**config.mk**
```make
export PLATFORM = sky130hd
export DESIGN_NAME = battery_voltage_monitor_cutoff
export DESIGN_NICKNAME = d
export VERILOG_FILES = /design/src/sv/bvm_pkg.sv /design/src/sv/bvm_front.sv /design/src/sv/bvm_back.sv /design/src/sv/bvm_disp.sv /design/src/sv/battery_voltage_monitor_cutoff.sv
export SDC_FILE = /design/constraint.sdc
export NUM_CORES = 1
export LEC_CHECK = 0
export BUFFER_PORTS_ARGS = -buffer_cell sky130_fd_sc_hd__buf_4
export CORE_ASPECT_RATIO = 1.4
export CORE_MARGIN = 2
export CORE_UTILIZATION = 42
export CTS_CLUSTER_SIZE = 8
export DETAILED_ROUTE_END_ITERATION = 7
export GPL_TIMING_DRIVEN = 0
export SYNTH_ARGS = -nofsm -noshare
export SYNTH_HDL_FRONTEND = slang
export SYNTH_SLANG_ARGS = --single-unit
```
**constraint.sdc**
```tcl
create_clock -name clk_i -period 12.6 [get_ports clk_i]
set_input_delay 1.26 -clock clk_i [delete_from_list [all_inputs] [get_ports clk_i]]
set_output_delay 1.26 -clock clk_i [all_outputs]
set_load 0.02 [all_outputs]
```
**src/sv/bvm_pkg.sv**
```systemverilog
// Types, constants and register codes shared by the battery voltage monitor.
// No dependencies; every other file of the block imports this package.
package bvm_pkg;

  // ADC and scaling
  localparam int unsigned SAMPLE_BITS = 10;
  localparam int unsigned FULL_SCALE  = (1 << SAMPLE_BITS) - 1;
  localparam int unsigned SCALE_TOP   = 330;
  localparam int unsigned SCALED_W    = 9;   // holds 0..SCALE_TOP

  // Accumulator and reading
  localparam int unsigned SUM_W       = 16;
  localparam int unsigned CNT_W       = 6;
  localparam int unsigned READ_W      = 13;
  localparam int unsigned OFFS_W      = 8;
  localparam int unsigned READING_MAX = (1 << READ_W) - 1;
  localparam int unsigned DIGIT_W     = 4;
  localparam int unsigned SEG_W       = 7;

  // Divide by three on a SUM_W value: (x * 43691) >> 17 is exact below 2^17
  localparam int unsigned DIV3_SHIFT  = 17;
  localparam logic [16:0] DIV3_MUL    = 17'd43691;

  // Configuration port
  localparam int unsigned CFG_IDX_W   = 2;
  localparam int unsigned CFG_DATA_W  = 13;

  localparam logic [CNT_W-1:0]  SAMPLES_RST  = CNT_W'(36);
  localparam logic [OFFS_W-1:0] OFFSET_RST   = OFFS_W'(20);
  localparam logic [READ_W-1:0] CUT_LO_RST   = READ_W'(1120);
  localparam logic [READ_W-1:0] CUT_HI_RST   = READ_W'(1500);

  typedef enum logic [CFG_IDX_W-1:0] {
    REG_SAMPLES         = 2'd0,
    REG_OFFSET          = 2'd1,
    REG_CUT_NO_SUPPLY   = 2'd2,
    REG_CUT_WITH_SUPPLY = 2'd3
  } cfg_reg_e;

  typedef enum logic {
    OP_SAMPLE = 1'b0,
    OP_BUTTON = 1'b1
  } op_e;

  typedef struct packed {
    op_e                    op;
    logic [SAMPLE_BITS-1:0] sample;
    logic                   supply_sense;
    logic                   button_level;
  } in_item_t;

  typedef struct packed {
    logic                   switch_on;
    logic                   reading_done;
    logic [READ_W-1:0]      reading;
    logic [DIGIT_W-1:0]     digit_high;
    logic [DIGIT_W-1:0]     digit_middle;
    logic [DIGIT_W-1:0]     digit_low;
    logic [SEG_W-1:0]       segments_high;
    logic [SEG_W-1:0]       segments_middle;
    logic [SEG_W-1:0]       segments_low;
  } out_item_t;

  // Classified item handed from the front queue to the back end
  typedef struct packed {
    op_e                 op;
    logic [SCALED_W-1:0] scaled;
    logic                supply;
    logic                button;
  } work_item_t;

  typedef struct packed {
    logic [CNT_W-1:0]  samples;
    logic [OFFS_W-1:0] offset;
    logic [READ_W-1:0] cut_no_supply;
    logic [READ_W-1:0] cut_with_supply;
  } cfg_t;

  // Result of the state update, before display decoding
  typedef struct packed {
    logic              switch_on;
    logic              reading_done;
    logic [READ_W-1:0] reading;
  } stat_t;

endpackage

```
**src/sv/bvm_front.sv**
```systemverilog
// Front end: accepts input beats, scales ADC samples by 330/full-scale and
// queues classified items. Depends on bvm_pkg.
module bvm_front import bvm_pkg::*; (
  input  logic       clk_i,
  input  logic       rst_ni,
  input  logic       in_valid_i,
  output logic       in_ready_o,
  input  in_item_t   in_data_i,
  output logic       q_valid_o,
  input  logic       q_ready_i,
  output work_item_t q_data_o
);

  localparam int unsigned QDEPTH = 2;
  localparam int unsigned PTR_W  = $clog2(QDEPTH);

  // x / (2^n - 1): split x into high and low parts and fold twice
  logic [SAMPLE_BITS+SCALED_W-1:0] prod;
  logic [SCALED_W-1:0]             q0;
  logic [SAMPLE_BITS+1:0]          t1;
  logic [1:0]                      q1;
  logic [SAMPLE_BITS:0]            t2;
  logic                            q2;
  logic [SCALED_W-1:0]             scaled;
  work_item_t                      item;

  always_comb begin
    prod = in_data_i.sample * SCALED_W'(SCALE_TOP);
    q0   = SCALED_W'(prod >> SAMPLE_BITS);
    t1   = (SAMPLE_BITS+2)'(q0) + (SAMPLE_BITS+2)'(prod[SAMPLE_BITS-1:0]);
    q1   = t1[SAMPLE_BITS+1:SAMPLE_BITS];
    t2   = (SAMPLE_BITS+1)'(t1[SAMPLE_BITS-1:0]) + (SAMPLE_BITS+1)'(q1);
    q2   = (t2 >= (SAMPLE_BITS+1)'(FULL_SCALE));
    scaled = q0 + SCALED_W'(q1) + SCALED_W'(q2);

    item.op     = in_data_i.op;
    item.scaled = scaled;
    item.supply = in_data_i.supply_sense;
    item.button = in_data_i.button_level;
  end

  // Two-entry queue
  work_item_t       mem_q [QDEPTH];
  logic [PTR_W-1:0] wr_ptr_q, wr_ptr_d;
  logic [PTR_W-1:0] rd_ptr_q, rd_ptr_d;
  logic [PTR_W:0]   cnt_q, cnt_d;
  logic             push, pop;

  assign in_ready_o = (cnt_q != (PTR_W+1)'(QDEPTH));
  assign q_valid_o  = (cnt_q != '0);
  assign q_data_o   = mem_q[rd_ptr_q];
  assign push       = in_valid_i && in_ready_o;
  assign pop        = q_valid_o && q_ready_i;

  always_comb begin
    wr_ptr_d = push ? wr_ptr_q + PTR_W'(1) : wr_ptr_q;
    rd_ptr_d = pop  ? rd_ptr_q + PTR_W'(1) : rd_ptr_q;
    cnt_d    = cnt_q + (PTR_W+1)'(push) - (PTR_W+1)'(pop);
  end

  always_ff @(posedge clk_i or negedge rst_ni) begin
    if (!rst_ni) begin
      wr_ptr_q <= '0;
      rd_ptr_q <= '0;
      cnt_q    <= '0;
    end else begin
      wr_ptr_q <= wr_ptr_d;
      rd_ptr_q <= rd_ptr_d;
      cnt_q    <= cnt_d;
    end
  end

  always_ff @(posedge clk_i) begin
    if (push) begin
      mem_q[wr_ptr_q] <= item;
    end
  end

endmodule

```
**src/sv/bvm_back.sv**
```systemverilog
// Back end: accumulates scaled samples, closes readings, applies the cutoff
// and button toggling. Depends on bvm_pkg.
module bvm_back import bvm_pkg::*; (
  input  logic       clk_i,
  input  logic       rst_ni,
  input  cfg_t       cfg_i,
  input  logic       item_valid_i,
  output logic       item_ready_o,
  input  work_item_t item_i,
  output logic       stat_valid_o,
  input  logic       stat_ready_i,
  output stat_t      stat_o
);

  logic [SUM_W-1:0]  sum_q, sum_d;
  logic [CNT_W-1:0]  cnt_q, cnt_d;
  logic [READ_W-1:0] reading_q, reading_d;
  logic              switch_q, switch_d;
  logic              valid_q;
  stat_t             stat_q, stat_d;

  logic                          take;
  logic [SUM_W-1:0]              sum_new;
  logic [CNT_W-1:0]              cnt_new;
  logic                          close;
  logic [SUM_W+16:0]             prod3;
  logic [SUM_W-2:0]              third;
  logic [SUM_W-1:0]              val;
  logic [READ_W-1:0]             val_sat;
  logic                          cut;

  assign item_ready_o = !valid_q || stat_ready_i;
  assign take         = item_valid_i && item_ready_o;
  assign stat_valid_o = valid_q;
  assign stat_o       = stat_q;

  always_comb begin
    sum_new = sum_q + SUM_W'(item_i.scaled);
    cnt_new = cnt_q + CNT_W'(1);
    close   = (item_i.op == OP_SAMPLE) && (cnt_new >= cfg_i.samples);
    prod3   = sum_new * DIV3_MUL;
    third   = prod3[DIV3_SHIFT +: SUM_W-1];
    val     = SUM_W'(third) + SUM_W'(cfg_i.offset);
    val_sat = (val > SUM_W'(READING_MAX)) ? READ_W'(READING_MAX) : val[READ_W-1:0];
    cut     = item_i.supply ? (val_sat <= cfg_i.cut_with_supply)
                            : (val_sat <= cfg_i.cut_no_supply);

    sum_d     = sum_q;
    cnt_d     = cnt_q;
    reading_d = reading_q;
    switch_d  = switch_q;
    if (item_i.op == OP_SAMPLE) begin
      if (close) begin
        sum_d     = '0;
        cnt_d     = '0;
        reading_d = val_sat;
        if (cut) begin
          switch_d = 1'b0;
        end
      end else begin
        sum_d = sum_new;
        cnt_d = cnt_new;
      end
    end else if (item_i.button) begin
      switch_d = !switch_q;
    end

    stat_d.switch_on    = switch_d;
    stat_d.reading_done = close;
    stat_d.reading      = reading_d;
  end

  always_ff @(posedge clk_i or negedge rst_ni) begin
    if (!rst_ni) begin
      sum_q     <= '0;
      cnt_q     <= '0;
      reading_q <= '0;
      switch_q  <= 1'b0;
      valid_q   <= 1'b0;
    end else begin
      if (take) begin
        sum_q     <= sum_d;
        cnt_q     <= cnt_d;
        reading_q <= reading_d;
        switch_q  <= switch_d;
      end
      if (item_ready_o) begin
        valid_q <= take;
      end
    end
  end

  always_ff @(posedge clk_i) begin
    if (take) begin
      stat_q <= stat_d;
    end
  end

endmodule

```
**src/sv/bvm_disp.sv**
```systemverilog
// Display stage: splits the reading into decimal digits, looks up the
// active-low segment patterns and holds the result beat. Depends on bvm_pkg.
module bvm_disp import bvm_pkg::*; (
  input  logic      clk_i,
  input  logic      rst_ni,
  input  logic      stat_valid_i,
  output logic      stat_ready_o,
  input  stat_t     stat_i,
  output logic      out_valid_o,
  input  logic      out_ready_i,
  output out_item_t out_data_o
);

  localparam int unsigned MAX_THOUSANDS = READING_MAX / 1000;
  localparam logic [SEG_W-1:0] SEG_BLANK = 7'h7F;
  localparam logic [SEG_W-1:0] SEG_CODE [10] = '{
    7'h40, 7'h79, 7'h24, 7'h30, 7'h19, 7'h12, 7'h02, 7'h78, 7'h00, 7'h10
  };

  function automatic logic [SEG_W-1:0] seg_of(input logic [DIGIT_W-1:0] d);
    logic [SEG_W-1:0] s;
    s = SEG_BLANK;
    if (d < DIGIT_W'(10)) begin
      s = SEG_CODE[d];
    end
    return s;
  endfunction

  logic               valid_q;
  out_item_t          out_q, out_d;
  logic               take;
  logic [DIGIT_W-1:0] dh, dm, dl;
  logic [READ_W-1:0]  sub_h;
  logic [9:0]         rem_h, sub_m;
  logic [6:0]         rem_m;

  assign stat_ready_o = !valid_q || out_ready_i;
  assign take         = stat_valid_i && stat_ready_o;
  assign out_valid_o  = valid_q;
  assign out_data_o   = out_q;

  // Compare against every multiple, then subtract the largest one reached
  always_comb begin
    dh    = '0;
    sub_h = '0;
    for (int k = 1; k <= MAX_THOUSANDS; k++) begin
      if (stat_i.reading >= READ_W'(k * 1000)) begin
        dh    = DIGIT_W'(k);
        sub_h = READ_W'(k * 1000);
      end
    end
    rem_h = 10'(stat_i.reading - sub_h);

    dm    = '0;
    sub_m = '0;
    for (int k = 1; k <= 9; k++) begin
      if (rem_h >= 10'(k * 100)) begin
        dm    = DIGIT_W'(k);
        sub_m = 10'(k * 100);
      end
    end
    rem_m = 7'(rem_h - sub_m);

    dl    = '0;
    for (int k = 1; k <= 9; k++) begin
      if (rem_m >= 7'(k * 10)) begin
        dl    = DIGIT_W'(k);
      end
    end

    out_d.switch_on       = stat_i.switch_on;
    out_d.reading_done    = stat_i.reading_done;
    out_d.reading         = stat_i.reading;
    out_d.digit_high      = dh;
    out_d.digit_middle    = dm;
    out_d.digit_low       = dl;
    out_d.segments_high   = seg_of(dh);
    out_d.segments_middle = seg_of(dm);
    out_d.segments_low    = seg_of(dl);
  end

  always_ff @(posedge clk_i or negedge rst_ni) begin
    if (!rst_ni) begin
      valid_q <= 1'b0;
    end else if (stat_ready_o) begin
      valid_q <= take;
    end
  end

  always_ff @(posedge clk_i) begin
    if (take) begin
      out_q <= out_d;
    end
  end

endmodule

```
**src/sv/battery_voltage_monitor_cutoff.sv**
```systemverilog
// Battery voltage monitor with low-voltage cutoff and three-digit display.
// A result beat passes the queue write, the back-end state update and the display
// decode, each registered. Throughput: one item per cycle while the result channel
// is not stalled, carried by the accumulator update in the back end.
// Reset: configuration returns to 36 samples, offset 20, cutoffs 1120/1500;
// sum, count, reading and switch clear; queue and output stages empty.
module battery_voltage_monitor_cutoff import bvm_pkg::*; (
  input  logic                  clk_i,
  input  logic                  rst_ni,
  // input channel
  input  logic                  in_valid_i,
  output logic                  in_ready_o,
  input  in_item_t              in_data_i,
  // result channel
  output logic                  out_valid_o,
  input  logic                  out_ready_i,
  output out_item_t             out_data_o,
  // configuration writes
  input  logic                  cfg_we_i,
  input  logic [CFG_IDX_W-1:0]  cfg_idx_i,
  input  logic [CFG_DATA_W-1:0] cfg_wdata_i
);

  // Configuration registers; the user must write them only while the block is idle (not enforced)
  cfg_t cfg_q;

  always_ff @(posedge clk_i or negedge rst_ni) begin
    if (!rst_ni) begin
      cfg_q.samples         <= SAMPLES_RST;
      cfg_q.offset          <= OFFSET_RST;
      cfg_q.cut_no_supply   <= CUT_LO_RST;
      cfg_q.cut_with_supply <= CUT_HI_RST;
    end else if (cfg_we_i) begin
      unique case (cfg_reg_e'(cfg_idx_i))
        REG_SAMPLES:         cfg_q.samples         <= cfg_wdata_i[CNT_W-1:0];
        REG_OFFSET:          cfg_q.offset          <= cfg_wdata_i[OFFS_W-1:0];
        REG_CUT_NO_SUPPLY:   cfg_q.cut_no_supply   <= cfg_wdata_i[READ_W-1:0];
        REG_CUT_WITH_SUPPLY: cfg_q.cut_with_supply <= cfg_wdata_i[READ_W-1:0];
      endcase
    end
  end

  // Front: scale each sample and park the classified item in a short queue
  logic       q_valid, q_ready;
  work_item_t q_data;

  bvm_front u_front (
    .clk_i      (clk_i),
    .rst_ni     (rst_ni),
    .in_valid_i (in_valid_i),
    .in_ready_o (in_ready_o),
    .in_data_i  (in_data_i),
    .q_valid_o  (q_valid),
    .q_ready_i  (q_ready),
    .q_data_o   (q_data)
  );

  // Back: advance the accumulator, close readings, drive the switch
  logic  stat_valid, stat_ready;
  stat_t stat;

  bvm_back u_back (
    .clk_i        (clk_i),
    .rst_ni       (rst_ni),
    .cfg_i        (cfg_q),
    .item_valid_i (q_valid),
    .item_ready_o (q_ready),
    .item_i       (q_data),
    .stat_valid_o (stat_valid),
    .stat_ready_i (stat_ready),
    .stat_o       (stat)
  );

  // Display: decode digits and segments, hold the result beat
  bvm_disp u_disp (
    .clk_i        (clk_i),
    .rst_ni       (rst_ni),
    .stat_valid_i (stat_valid),
    .stat_ready_o (stat_ready),
    .stat_i       (stat),
    .out_valid_o  (out_valid_o),
    .out_ready_i  (out_ready_i),
    .out_data_o   (out_data_o)
  );

  // Digits must reassemble the reading down to its tens
  a_digits_match : assert property (@(posedge clk_i) disable iff (!rst_ni)
    out_valid_o |->
      (int'(out_data_o.digit_high) * 1000 + int'(out_data_o.digit_middle) * 100 +
       int'(out_data_o.digit_low) * 10 <= int'(out_data_o.reading)) &&
      (int'(out_data_o.reading) - int'(out_data_o.digit_high) * 1000 -
       int'(out_data_o.digit_middle) * 100 - int'(out_data_o.digit_low) * 10 < 10))
    else $error("display digits do not match reading");

  // Every digit is decimal, so no pattern is ever blank
  a_no_blank : assert property (@(posedge clk_i) disable iff (!rst_ni)
    out_valid_o |-> (out_data_o.segments_high != 7'h7F) &&
                    (out_data_o.segments_middle != 7'h7F) &&
                    (out_data_o.segments_low != 7'h7F))
    else $error("blank segment pattern on a decimal digit");

  // A back-end beat waiting on a stalled display stage must not be replaced
  a_stat_hold : assert property (@(posedge clk_i) disable iff (!rst_ni)
    (stat_valid && !stat_ready) |=> stat_valid && $stable(stat))
    else $error("back-end result lost under stall");

endmodule

```
==> summary.txt, run 1 <==
outcome: finished, final reports clean
kind of critical path: register to register
Hold/Removal Path Class: register to register
fmax: 84.1 MHz
I/O Pins: 83
Initial Utilization: 42.4%
Slowest cell on crit path: fa_1
vias post-DR: 11409
ys async rst share: 48.5%
sequential share of the synthesized area: 29.5%
clock sink count: 169
final hold slack: 419 ps
Final Max Slew Viols: 0
number of max-cap violations: 0
CTS Buf Count: 17
row count: 84
die width: 168 µm
dpl cell area: 17100 µm²
vias per std cell: 5.23
Yosys reg bits: 169
Final Hold Viols: 0
Critical Path RT: 12800 ps
Final Critical Period: 11890 ps
count of final setup violators: 0
maximum clock path buffer count: 2
Cells after Synth: 1588
DRC viols: 0
port bufs: 82
Post-synth EDFFs: 87
synthesized area per cell: 9.99 µm²
CTS tree: done
Synth Flop Type: edfxtp_1
WL/cell: 16.5 µm
clk root buf: clkbuf_16
syn nets: 1981
clk_skew: 24.4 ps
CP max FO: 10
Tot GR Track Use: 19.1%
Design Area, Final: 17900 µm²
Skew-Pair Late Insertion Delay: 460 ps
# fillers: 3501
worst slew pin tran: 1100 ps
max_slew headroom: 26.4%
Netlist Area Pre-Place: 15900 µm²
Tcrit/Tclk final: 94.4%
Die H: 234 µm
H-tree levels: 4
clock transition at the registers of the reported paths: 70 ps
Starting DRT DRC Count: 384
core region area: 37400 µm²
Antenna diodes: 0
Post-DRT Antenna Nets: 0
crit path launch type: register
Ys Warns: 0
largest net degree at the start of global routing: 83
slowest cell delay on critical path: 570 ps
Placer Congestion: 0.901
number of global-route vias before repair: 12198
die area: 39400 µm²
critical path arrival: 12090 ps
GR Overflow Total: 0
Cell variety after synth: 76
final-stage net count: 2090
first-pass GRT wire length: 59.4 mm
final WL: 36.0 mm
fraction of layout cells with a size suffix above 1: 13.4%
initial antenna violation count: 0
First-pass DRT Iterations: 5
P&R area growth vs syn: 13.1%
CP endpoint kind: register
Detailed Place HPWL: 30.2 mm
==> through the flow <==
step                worst slack (ps)  util (%)  TNS, ps  cells
finish                           711      47.9        0   2183
global route                   -14.5      47.9    -14.5   2183
CTS                             1.41      47.4        0   2177
detailed placement             -1060      45.7    -2080   2144
global placement                -930      45.6    -1820   2143
floorplan                       1130         -        0   1588
==> synthesized netlist by cell type (all sizes together) (4+ instances only) <==
| cell | instances | area share [%] |
|---|---|---|
| dfstp | 14 | 2.3 |
| o211ai | 7 | 0.33 |
| nor3 | 16 | 0.61 |
| a31oi | 32 | 1.3 |
| nand4 | 11 | 0.43 |
| or3 | 5 | 0.20 |
| mux2 | 46 | 3.3 |
| nor2b | 13 | 0.51 |
| and3 | 15 | 0.59 |
| inv | 275 | 6.5 |
| nor2 | 78 | 1.8 |
| a21oi | 77 | 2.4 |
| and2 | 6 | 0.24 |
| dfrtp | 68 | 11 |
| a211oi | 7 | 0.33 |
| nand2 | 105 | 2.5 |
| a31o | 4 | 0.22 |
| a21o | 32 | 1.5 |
| mux2i | 6 | 0.38 |
| nand2b | 8 | 0.32 |
| edfxtp | 87 | 16 |
| o21bai | 19 | 0.90 |
| xor2 | 32 | 1.8 |
| ha | 263 | 21 |
| buf | 8 | 0.21 |
| nand3b | 5 | 0.24 |
| o31ai | 6 | 0.28 |
| o211a | 4 | 0.25 |
| nor3b | 4 | 0.19 |
| xnor2 | 51 | 2.8 |
| clkbuf | 18 | 0.43 |
| a22o | 4 | 0.22 |
| o21a | 14 | 0.66 |
| o21ai | 79 | 2.5 |
| fa | 97 | 12 |
| nand3 | 21 | 0.66 |
==> what timing repair did <==
item,4_1_cts,5_1_grt
gates resized for setup,11,30
pin swaps,0,3
setup endpoints to repair,2,2
setup buffers,2,6
hold buffers,0,0
==> cell usage in the layout, fill, tap and decap left out, types with 7 or more instances in the layout <==
| master | instances |
|---|---|
| a211oi_1 | 7 |
| a21o_1 | 32 |
| a21oi_1 | 70 |
| a31oi_1 | 32 |
| and3_1 | 15 |
| buf_4 | 91 |
| clkbuf_1 | 18 |
| clkbuf_16 | 17 |
| dfrtp_1 | 67 |
| dfstp_2 | 14 |
| edfxtp_1 | 87 |
| fa_1 | 97 |
| ha_1 | 262 |
| inv_1 | 275 |
| mux2_2 | 46 |
| nand2_1 | 103 |
| nand2b_1 | 8 |
| nand3_1 | 21 |
| nand4_1 | 11 |
| nor2_1 | 77 |
| nor2b_1 | 13 |
| nor3_1 | 14 |
| o211ai_1 | 7 |
| o21a_1 | 14 |
| o21ai_0 | 75 |
| o21bai_1 | 18 |
| xnor2_1 | 46 |
| xor2_1 | 30 |
==> worst max-delay path, delay by kind of cell (launching register included) <==
kind / cells / cell delay, ps
XOR/XNOR: 2 / 360
flip-flops: 1 / 460
adder cells (fa/ha/maj): 11 / 4230
multiplexers: 1 / 400
AO/OA/AOI/OAI: 25 / 4530
buffers and inverters: 5 / 420
AND/OR/NAND/NOR: 8 / 1220
==> path summary, 6_finish.rpt <==
path | start | to | slack (ps) | cells after the start
max | u_front.rd_ptr_q$_DFFE_PN0P_ | u_back.stat_o[14]$_DFFE_PP_ | 710 | 52
min | u_back.stat_o[0]$_DFFE_PP_ | u_disp.out_data_o[33]$_DFFE_PP_ | 420 | 0
max reg2reg | u_front.rd_ptr_q$_DFFE_PN0P_ | u_back.stat_o[14]$_DFFE_PP_ | 710 | 52
min reg2reg | u_back.stat_o[0]$_DFFE_PP_ | u_disp.out_data_o[33]$_DFFE_PP_ | 420 | 0
max in group asynchronous | rst_ni | u_front.rd_ptr_q$_DFFE_PN0P_ | 10810 | 1
min in group asynchronous | rst_ni | u_back.sum_q[3]$_DFFE_PN0P_ | 980 | 1
==> layer usage <==
metal | vias up | track usage (%) | wire length (µm)
met3 | 71 | 2.24 | 703
met2 | 177 | 39.2 | 20500
li1 | 5675 | - | -
met5 | - | 0 | 0
met1 | 5486 | 18.7 | 13300
met4 | 0 | 9.11 | 1540
==> kinds of logic after synthesis <==
family | after synthesis | synth area share, %
compound gates | 320 | 13.0
xor+xnor | 83 | 4.58
fa+ha+maj | 360 | 33.0
buf+inv | 302 | 7.17
flops | 169 | 29.5
mux | 52 | 3.64
simple gates | 302 | 9.09
==> final cells by class <==
| class | count | area (µm²) | share of cell area (%) |
|---|---|---|---|
| timing repair buffer | 91 | 696 | 3.88 |
| clock buffer | 17 | 425 | 2.37 |
| buffer | 25 | 100 | 0.558 |
| tap | 473 | 592 | 3.30 |
| inverter | 276 | 1040 | 5.78 |
| multi-input combinational | 1117 | 10200 | 57.1 |
| clock inverter | 15 | 154 | 0.858 |
| sequential | 169 | 4680 | 26.1 |
==> registers in the layout (all words and copies together) (netlist names) <==
name,count
u_front.rd_ptr_q,1
u_disp.out_valid_o,1
cfg_q,40
u_back.sum_q,16
u_front.wr_ptr_q,1
u_back.reading_q,13
u_back.stat_valid_o,1
u_disp.out_data_o,48
u_back.switch_q,1
u_front.cnt_q,2
u_back.stat_o,15
u_back.cnt_q,6
u_front.mem_q,24
Power of run 1 is not shown: default switching activity piles up to over one toggle a cycle in this logic, so the estimate is an artifact.
==> inputs of run 2 (changes only) <==
--- a/config.mk
+++ b/config.mk
@@ -5,12 +5,11 @@
 export SDC_FILE = /design/constraint.sdc
 export NUM_CORES = 1
 export LEC_CHECK = 0
-export BUFFER_PORTS_ARGS = -buffer_cell sky130_fd_sc_hd__buf_4
 export CORE_ASPECT_RATIO = 1.4
-export CORE_MARGIN = 2
 export CORE_UTILIZATION = 42
 export CTS_CLUSTER_SIZE = 8
 export DETAILED_ROUTE_END_ITERATION = 7
+export DONT_BUFFER_PORTS = 1
 export GPL_TIMING_DRIVEN = 0
 export SYNTH_ARGS = -nofsm -noshare
 export SYNTH_HDL_FRONTEND = slang
==> constraint.sdc (replaced) <==
create_clock -name clk_i -period 14.9 [get_ports clk_i]
set_input_delay 1.49 -clock clk_i [delete_from_list [all_inputs] [get_ports clk_i]]
set_output_delay 1.49 -clock clk_i [all_outputs]
set_load 0.02 [all_outputs]
==> summary.txt, run 2 (synthesis results as in run 1) <==
H-tree levels: 4
die area: 38600 µm²
clk_skew: 16.2 ps
commonest non-fill, non-tap cell in the layout: inv_1
Hold/Removal Path Class: register to register
number of max-cap violations: 0
Critical R2R Capture: u_back.stat_o[14]$_DFFE_PP_
Critical Path RT: 15100 ps
Antenna diodes: 0
failing checks: design-rule violations
final-stage net count: 2001
First-pass DRT Iterations: 8
HP Start: u_back.stat_o[13]$_DFFE_PP_
CP endpoint kind: register
CTS tree: done
fraction of layout cells with a size suffix above 1: 6.91%
Starting DRT DRC Count: 346
largest net degree at the start of global routing: 83
most frequent cells in the layout: inv_1, ha_1, nand2_1, fa_1, edfxtp_1
CP most frequent cell: a21oi_1
vias per std cell: 5.33
# hold bufs at CTS: 0
vias post-DR: 11127
initial antenna violation count: 0
slowest cell delay on critical path: 800 ps
row count: 83
Design Area, Final: 17000 µm²
Skew-Pair Late Insertion Delay: 450 ps
final hold slack: 419 ps
Buf/Inv on CP: 6
clk root buf: clkbuf_16
Worst Hold End: u_disp.out_data_o[46]$_DFFE_PP_
critical path arrival: 13760 ps
CP max FO: 10
outcome: complete, but fails checks
Final Max Slew Viols: 0
CTS Buf Count: 17
Tot GR Track Use: 19.1%
Initial Utilization: 42.9%
max reg flops: 48
clock sink count: 169
maximum clock path buffer count: 2
Reg2Reg Depth: 52
clock transition at the registers of the reported paths: 70 ps
Final WS setup: 1340 ps
postcts setup bufs: 0
Die H: 232 µm
R2R Path Start: u_front.rd_ptr_q$_DFFE_PN0P_
Post-DRT Antenna Nets: 0
port bufs: 0
Placer Congestion: 0.903
crit path launch type: register
# resized after CTS: 0
delay-heaviest family, CP: compound AO/OA/AOI/OAI gates
number of global-route vias before repair: 11676
unrepaired setup endpoints after global routing: no
Fin Setup TNS: 0 ps
r2r setup slk: 1340 ps
Final Critical Period: 13560 ps
max_slew headroom: 26.4%
Detailed Place HPWL: 29.6 mm
DRC viols: 9
Slowest cell on crit path: xnor2_1
fmax: 73.7 MHz
Tcrit/Tclk final: 91.0%
core region area: 37000 µm²
die width: 166 µm
final WL: 35.1 mm
pre-CTS setup slack: 1270 ps
GR Overflow Total: 0
Final Hold Viols: 0
P&R area growth vs syn: 7.34%
dpl cell area: 16500 µm²
I/O Pins: 83
first-pass GRT wire length: 57.9 mm
WL/cell: 16.8 µm
count of final setup violators: 0
hold path cells: 0
worst slew pin tran: 1100 ps
kind of critical path: register to register
[run 2: cell types whose count changed in the layout (fill, tap and decap cells not counted), moves of 3 or more]
| cell | previous run | this run |
|---|---|---|
| a21oi_1 | 70 | 77 |
| o21ai_0 | 75 | 78 |
| xnor2_1 | 46 | 51 |
| a21oi_2 | 6 | 0 |
| xnor2_2 | 3 | 0 |
| buf_4 | 91 | 0 |
[run 2: routing by layer]
layer  vias up  wire, µm  global-route usage [%]
li1       5504         -                       -
met1      5404     13200                    18.3
met2       153     20200                    40.0
met3        66       645                    2.52
met4         0      1130                    8.19
met5         -         0                       0
[run 2: layout make-up]
class / instances / area, µm²
Inverter: 276 / 1040
Multi-Input combinational cell: 1117 / 10000
Sequential cell: 169 / 4680
Fill cell: 3485 / 19900
Clock buffer: 17 / 425
Tap cell: 467 / 584
Clock inverter: 15 / 133
Timing Repair Buffer: 1 / 20.0
Buffer: 26 / 101
[run 2: worst register-to-register path, delay by kind of cell (launching register included)]
family          cells  cell delay, ps
mux                 1             430
fa+ha+maj          10            4090
buf+inv             6             960
compound gates     24            4870
xor+xnor            2             950
flops               1             430
simple gates        9            1610
[run 2: metrics by stage]
step	util, %	std cells
floorplan	-	1588
global placement	44.5	2055
detailed placement	44.5	2056
CTS	46.1	2088
global route	46.1	2088
finish	46.1	2088
[run 2: worst max path at each step]
| stage | startpoint | depth (start not counted) | endpoint |
|---|---|---|---|
| after global routing | u_front.rd_ptr_q$_DFFE_PN0P_ | 54 | u_back.stat_o[14]$_DFFE_PP_ |
| after CTS | u_front.rd_ptr_q$_DFFE_PN0P_ | 54 | u_back.stat_o[14]$_DFFE_PP_ |
| after global placement | u_front.rd_ptr_q$_DFFE_PN0P_ | 54 | u_back.stat_o[14]$_DFFE_PP_ |
| final | u_front.rd_ptr_q$_DFFE_PN0P_ | 52 | u_back.stat_o[14]$_DFFE_PP_ |
| after detailed placement | u_front.rd_ptr_q$_DFFE_PN0P_ | 54 | u_back.stat_o[14]$_DFFE_PP_ |
| after floorplan | u_front.rd_ptr_q$_DFFE_PN0P_ | 53 | u_back.stat_o[14]$_DFFE_PP_ |
Power of run 2 is left out for the same reason.
==> inputs of run 3 (changes only) <==
--- a/config.mk
+++ b/config.mk
@@ -11,6 +11,7 @@
 export DETAILED_ROUTE_END_ITERATION = 7
 export DONT_BUFFER_PORTS = 1
 export GPL_TIMING_DRIVEN = 0
+export PLACE_DENSITY_LB_ADDON = 0.05
 export SYNTH_ARGS = -nofsm -noshare
 export SYNTH_HDL_FRONTEND = slang
 export SYNTH_SLANG_ARGS = --single-unit
==> summary.txt, run 3 (synthesis results as in run 1) <==
commonest non-fill, non-tap cell in the layout: inv_1
die width: 166 µm
crit path launch type: register
GR Overflow Total: 0
Antenna diodes: 0
Die H: 232 µm
Buf/Inv on CP: 6
Final Hold Viols: 0
Reg2Reg Depth: 55
Sequential Area: 4680 µm²
number of global-route vias before repair: 11576
clk root buf: clkbuf_16
Skew-Pair Late Insertion Delay: 460 ps
critical path arrival: 13960 ps
fmax: 72.7 MHz
postcts setup bufs: 0
worst slew pin tran: 1110 ps
outcome: complete, but fails checks
r2r setup slk: 1140 ps
failing checks: design-rule violations
P&R area growth vs syn: 7.75%
core region area: 37000 µm²
# resized after CTS: 0
Starting DRT DRC Count: 381
CP max FO: 10
first-pass GRT wire length: 60.7 mm
number of max-cap violations: 0
most frequent cells in the layout: inv_1, ha_1, nand2_1, fa_1, edfxtp_1
die area: 38600 µm²
port bufs: 0
max_slew headroom: 25.9%
# hold bufs at CTS: 0
fraction of layout cells with a size suffix above 1: 6.97%
unrepaired setup endpoints after global routing: no
final std cells w/o fill: 2088
Initial Utilization: 42.9%
dpl cells: 2056
Tcrit/Tclk final: 92.3%
WL/cell: 17.7 µm
Multi-input gate area: 10000 µm²
delay-heaviest family, CP: compound AO/OA/AOI/OAI gates
hold path cells: 0
Post-DRT Antenna Nets: 0
Worst Hold End: u_disp.out_data_o[47]$_DFFE_PP_
H-tree levels: 4
clock transition at the registers of the reported paths: 80 ps
DRC viols: 5
final WL: 37.0 mm
clk_skew: 17.9 ps
clock sink count: 169
vias post-DR: 11015
largest net degree at the start of global routing: 83
CP most frequent cell: a21oi_1
initial antenna violation count: 0
row count: 83
CTS Buf Count: 17
maximum clock path buffer count: 2
Critical Path RT: 15110 ps
count of final setup violators: 0
Tot GR Track Use: 20.4%
HP Start: u_back.stat_o[14]$_DFFE_PP_
First-pass DRT Iterations: 8
CTS tree: done
Placer Congestion: 0.882
Detailed Place HPWL: 31.1 mm
Fin Setup TNS: 0 ps
slowest cell delay on critical path: 800 ps
Slowest cell on crit path: xor2_1
kind of critical path: register to register
CP endpoint kind: register
final-stage net count: 2001
Hold/Removal Path Class: register to register
max reg flops: 48
# fillers: 3572
Final Max Slew Viols: 0
Final Critical Period: 13760 ps
R2R Path Start: u_front.rd_ptr_q$_DFFE_PN0P_
Critical R2R Capture: u_back.stat_o[14]$_DFFE_PP_
vias per std cell: 5.28
I/O Pins: 83
[run 3: area by class of cell]
class | count | area share [%]
Clock buffer | 19 | 2.72
Inverter | 276 | 6.06
Timing Repair Buffer | 1 | 0.117
Tap cell | 467 | 3.42
Multi-Input combinational cell | 1117 | 58.8
Sequential cell | 169 | 27.4
Buffer | 26 | 0.593
Clock inverter | 13 | 0.930
[run 3: worst register-to-register path: cells and delay by family (launching register included)]
| family | cells | cell delay (ps) |
|---|---|---|
| AO/OA/AOI/OAI | 26 | 5370 |
| adder cells (fa/ha/maj) | 10 | 4070 |
| AND/OR/NAND/NOR | 10 | 1340 |
| buffers and inverters | 6 | 960 |
| XOR/XNOR | 2 | 890 |
| multiplexers | 1 | 460 |
| flip-flops | 1 | 430 |
[run 3: how the worst max path moves through the flow]
stage,start,end,slack [ps],depth (start not counted)
after floorplan,u_front.rd_ptr_q$_DFFE_PN0P_,u_back.stat_o[14]$_DFFE_PP_,3430,53
after global placement,u_front.rd_ptr_q$_DFFE_PN0P_,u_back.stat_o[14]$_DFFE_PP_,1000,55
after detailed placement,u_front.rd_ptr_q$_DFFE_PN0P_,u_back.stat_o[14]$_DFFE_PP_,1000,55
after CTS,u_front.rd_ptr_q$_DFFE_PN0P_,u_back.stat_o[14]$_DFFE_PP_,930,55
after global routing,u_front.rd_ptr_q$_DFFE_PN0P_,u_back.stat_o[14]$_DFFE_PP_,140,55
final,u_front.rd_ptr_q$_DFFE_PN0P_,u_back.stat_o[14]$_DFFE_PP_,1140,55
[run 3: per-stage QoR]
| stage | utilization (%) | hold slack, ps | instance area, µm² | worst slack [ps] |
|---|---|---|---|---|
| 2_1_floorplan | - | 400 | 15900 | 3430 |
| 4_1_cts | 46.2 | 426 | 17100 | 928 |
| 3_5_place_dp | 44.5 | 409 | 16500 | 999 |
| 5_1_grt | 46.2 | 425 | 17100 | 141 |
| 3_3_place_gp | 44.5 | 402 | 16400 | 999 |
| 6_report | 46.2 | 427 | 17100 | 1140 |
[run 3: routing by layer]
| metal | up-vias | global-route usage [%] | part of all wire (%) |
|---|---|---|---|
| met3 | 47 | 2.03 | 1.4 |
| met1 | 5337 | 20.7 | 39 |
| met5 | - | 0 | 0 |
| met4 | 0 | 7.67 | 2.7 |
| met2 | 131 | 42.0 | 57 |
| li1 | 5500 | - | - |
Power of run 3 is left out for the same reason.
